## src/rtl/core/rmr_pkg.sv

```systemverilog
// Shared widths, controller command and datapath status types for the rational multiply-reduce unit.
package rmr_pkg;

    localparam int FIELD_W          = 32;
    localparam int PROD_W           = 64;
    localparam int OPERAND_BITS_DEF = 32;
    localparam int SHIFT_W          = $clog2(PROD_W);
    localparam int CNT_W            = $clog2(PROD_W);

    typedef struct packed {
        logic load;
        logic mul_n;
        logic mul_d;
        logic gcd_init;
        logic gcd_step;
        logic gcd_fin;
        logic div_step;
        logic save_n;
        logic out_load;
    } t_cmd;

    typedef struct packed {
        logic zero_both;
        logic gcd_done;
        logic div_last;
    } t_sts;

endpackage

```

## src/rtl/core/rmr_ctrl.sv

```systemverilog
// Controller: sequences multiply, gcd, two divisions and the result handoff.
module rmr_ctrl import rmr_pkg::*; (
    input  logic i_clk,
    input  logic i_rst_n,
    input  logic i_in_valid,
    output logic o_in_ready,
    output logic o_out_valid,
    input  logic i_out_ready,
    input  t_sts i_sts,
    output t_cmd o_cmd
);

    typedef enum logic [8:0] {
        S_IDLE    = 9'b000000001,
        S_MUL_N   = 9'b000000010,
        S_MUL_D   = 9'b000000100,
        S_GCD_CHK = 9'b000001000,
        S_GCD     = 9'b000010000,
        S_DIV_N   = 9'b000100000,
        S_SAVE_N  = 9'b001000000,
        S_DIV_D   = 9'b010000000,
        S_FIN     = 9'b100000000
    } t_state;

    t_state r_state, n_state;
    logic   r_out_valid, n_out_valid;

    always_comb begin
        n_state     = r_state;
        o_cmd       = '0;
        n_out_valid = r_out_valid;
        if (r_out_valid && i_out_ready) begin
            n_out_valid = 1'b0;
        end
        case (r_state)
            S_IDLE: begin
                if (i_in_valid) begin
                    o_cmd.load = 1'b1;
                    n_state    = S_MUL_N;
                end
            end
            S_MUL_N: begin
                o_cmd.mul_n = 1'b1;
                n_state     = S_MUL_D;
            end
            S_MUL_D: begin
                o_cmd.mul_d = 1'b1;
                n_state     = S_GCD_CHK;
            end
            S_GCD_CHK: begin
                o_cmd.gcd_init = 1'b1;
                n_state        = i_sts.zero_both ? S_FIN : S_GCD;
            end
            S_GCD: begin
                if (i_sts.gcd_done) begin
                    o_cmd.gcd_fin = 1'b1;
                    n_state       = S_DIV_N;
                end else begin
                    o_cmd.gcd_step = 1'b1;
                end
            end
            S_DIV_N: begin
                o_cmd.div_step = 1'b1;
                if (i_sts.div_last) begin
                    n_state = S_SAVE_N;
                end
            end
            S_SAVE_N: begin
                o_cmd.save_n = 1'b1;
                n_state      = S_DIV_D;
            end
            S_DIV_D: begin
                o_cmd.div_step = 1'b1;
                if (i_sts.div_last) begin
                    n_state = S_FIN;
                end
            end
            S_FIN: begin
                // hold until the output register is free
                if (!r_out_valid || i_out_ready) begin
                    o_cmd.out_load = 1'b1;
                    n_out_valid    = 1'b1;
                    n_state        = S_IDLE;
                end
            end
            default: begin
                n_state = S_IDLE;
            end
        endcase
    end

    always_ff @(posedge i_clk) begin
        if (!i_rst_n) begin
            r_state     <= S_IDLE;
            r_out_valid <= 1'b0;
        end else begin
            r_state     <= n_state;
            r_out_valid <= n_out_valid;
        end
    end

    assign o_in_ready  = (r_state == S_IDLE);
    assign o_out_valid = r_out_valid;

endmodule

```

## config.mk

```make
export PLATFORM = sky130hd
export DESIGN_NAME = rmr_ctrl
export DESIGN_NICKNAME = d
export VERILOG_FILES = /design/src/rtl/core/rmr_pkg.sv /design/src/rtl/core/rmr_ctrl.sv
export SDC_FILE = /design/constraint.sdc
export NUM_CORES = 1
export LEC_CHECK = 0
export ABC_CLOCK_PERIOD_IN_PS = 2100
export BUFFER_PORTS_ARGS = -buffer_cell sky130_fd_sc_hd__buf_2
export CAP_MARGIN = 20
export CELL_PAD_IN_SITES_DETAIL_PLACEMENT = 0
export CELL_PAD_IN_SITES_GLOBAL_PLACEMENT = 2
export CORE_ASPECT_RATIO = 1.4
export CORE_MARGIN = 1
export CORE_UTILIZATION = 26
export DETAILED_ROUTE_END_ITERATION = 10
export GPL_TIMING_DRIVEN = 0
export HOLD_SLACK_MARGIN = 0.1
export PLACE_DENSITY_LB_ADDON = 0.1
export SYNTH_ARGS = -nofsm -noshare
export SYNTH_HDL_FRONTEND = slang
export SYNTH_SLANG_ARGS = --single-unit
```

## constraint.sdc

```tcl
create_clock -name i_clk -period 2.1 [get_ports i_clk]
set_clock_uncertainty 0.2 [all_clocks]
set_input_delay 0.21 -clock i_clk [delete_from_list [all_inputs] [get_ports i_clk]]
set_output_delay 0.21 -clock i_clk [all_outputs]
set_load 0.02 [all_outputs]
```

==> results.toml <==
[run_status]
status = "finished with violations"
violations = "setup timing"

[timing]
worst_hold_slack_ns = 0.127
relSlewSlack_pct = 61.0
fin_crit_sh_pct = 105
timing.final.ws_setup_ns = -0.104
drv_slew = 0
rsz0062_at_grt = "yes"
tightest_slew_ns = 0.577
fmax_mhz = 454
setup_viol_count_final = 12
period_needed_ns = 2.20
hold_violations = 0

[routing]
drt_iter0_markers = 9
via_per_inst = 4.70
drt-pass1-iter-count = 5
antenna_left = 0
drc = 0
post_drt_wl_per_cell_microns = 12.8
vias = 724
routed_wl_mm = 1.98

[yosys]
ys_types = 34
synth_nets = 83
synth.ff_latch_count = 10
syn-cell-area_sq_um = 688
netlist_instances = 76
avgSynthCellArea_sq_um = 9.05
synthFlopType = "dfxtp_1"
synth-edff-count = 0
synthArstFlopShare_pct = 0
yosysWarnings = 0
yosysSeqAreaShare_pct = 29.1

[floorplan]
die-area_sq_um = 2860
initial_core_util_pct = 28.2
rows = 21
die_h_microns = 62.9
die_w_microns = 45.5
core-area_sq_um = 2440
ioPinCount = 18

[hold_path]
hold_class = "input port to register"

[final_layout]
area_growth_pct = 71.3
final_cell_mix = "26 x buf_4, 8 x buf_2, 5 x inv_1, 5 x buf_6, 5 x dfxtp_2"
final_core_util_pct = 48.2
antenna-diode-count = 0
finalNetCount = 129
num-fill-cells = 255
seq_area_sq_um = 214
drive_above_1_share_pct = 60.0
final_common_cell = "buf_4"
multi_input_area_sq_um = 549

[worst_setup_path]
crit_chain = "or4_4, nand2b_4, nor4b_4, buf_4"
cp.required_ns = 1.69
path_class = "register to output pin"
r2r_end = "r_state[0]$_SDFFE_PN1P_"
r2r_cells = 6
critPathLaunchType = "register"
path_max_fanout = 5
cp-startpoint = "r_state[7]$_SDFFE_PN0P_"
slowest_stage = "or4_4"
arrival_ns = 1.79
cp-end-kind = "output pin"
crit_end = "o_cmd[7]"
r2r-start = "r_state[0]$_SDFFE_PN1P_"
r2r_slack_ns = -0.04
slowest_delay_ns = 0.53

[placed_design]
dp_hpwl_mm = 1.40
port_buffers = 17
gp_congestion = 0.685

[clock_tree]
clkLatencyLatePin_ns = 0.26
cts_inserted_buffers = 3
htreeDepth = 1
path_clk_slew_ns = 0.06
cts_num_sinks = 10
clock-root-buffer = "clkbuf_4"
cts_tree = "yes"
clockBufferDepth = 2

[power]
p_switching_uw = 132
p_per_area_nw_per_um2 = 391
clockPowerShare_pct = 28.2
pwr-share-comb_pct = 29.4
p_sw_share_pct = 28.7
p_total_uw = 461
seq_power_share_pct = 42.4
vdd_drop_max_mv = 0.282
p_leak_uw = 0.000495
intPower_uw = 329

[grt]
grt_pass1_vias = 699
grt-ovfl-total = 0
antenna_found_initial = 0
grt_usage_pct = 16.0
grt_max_degree = 8
grt_pass1_wl_mm = 3.26

[flow_run]
drv_cap = 0
## sequential cells by signal (all words and copies together), names as in the netlist
signal / count
o_out_valid: 1
r_state: 9
## timing repair
item,CTS,global route
setup endpoints to repair,12,16
resized for setup,23,15
pin swaps,9,4
endpoints found under the hold margin,7,0
hold buffers,4,0
buffers inserted,18,4
## synth_stat cells (2+ instances only)
master,instances,share of area [%]
dfxtp_1,10,29
inv_1,5,2.7
nor2_1,5,2.7
nand2_1,4,2.2
or2_2,4,3.6
nand2b_1,3,2.7
nor2b_1,3,2.7
nor3_1,3,2.2
nor4b_1,3,3.8
nor4b_2,3,6.5
o21a_1,3,3.3
a21oi_1,2,1.5
and3_1,2,1.8
nor3b_1,2,2.2
nor4_1,2,1.8
or3_1,2,1.8
or4_4,2,3.3
xnor2_1,2,2.5
## worst min path at each step
stage | start | end | slack (ns) | cells past startpoint
detailed placement | i_rst_n | r_state[0]$_SDFFE_PN1P_ | 0.29 | 2
global route | i_sts[0] | r_state[8]$_SDFFE_PN0P_ | 0.16 | 3
global placement | i_rst_n | r_state[0]$_SDFFE_PN1P_ | 0.30 | 2
finish | i_sts[0] | r_state[8]$_SDFFE_PN0P_ | 0.13 | 3
CTS | i_sts[0] | r_state[8]$_SDFFE_PN0P_ | 0.13 | 3
floorplan | i_rst_n | r_state[0]$_SDFFE_PN1P_ | 0.11 | 1
## area by class of cell
type	instances	area share, %
timing repair buffer	43	28.1
multi-input combinational	59	46.6
inverter	5	1.59
sequential	10	18.2
clock buffer	3	1.91
tap	34	3.61
## kinds of logic after synthesis
family	synth area share, %
xor gates and xnor gates	3.82
and+or+nand+nor	47.1
buffers and inverters	5.09
DFF	29.1
AOI/OAI and AO/OA	14.9
## power by group through the flow
stage	sequential [uW]	combinational [uW]	clock, uW
finish	196	136	130
global route	196	146	149
CTS	195	123	136
detailed placement	204	89.9	0
global placement	204	91.0	0
floorplan	202	65.3	0
## per-layer routing
metal	share of wire, %	track usage [%]	up-vias
li1	-	-	371
met1	43	19.6	333
met2	52	25.5	16
met3	2.9	2.60	4
met4	1.8	7.95	0
met5	0	0	-
## stage by stage
| stage | cells | TNS [ns] | setup WS, ns | cell area, sq um |
|---|---|---|---|---|
| global route | 154 | -1.62 | -0.164 | 1180 |
| floorplan | 76 | -0.0673 | -0.0385 | 707 |
| global placement | 127 | -0.234 | -0.0735 | 835 |
| detailed placement | 127 | -0.161 | -0.0469 | 835 |
| CTS | 150 | -0.526 | -0.0950 | 1090 |
| finish | 154 | -0.524 | -0.104 | 1180 |
## critical path, delay by kind of cell (launching register included)
kind,cells,cell delay [ns]
simple gates,3,0.99
flops,1,0.35
buf+inv,1,0.19
No activity file was read; power rests on OpenSTA's default activity.
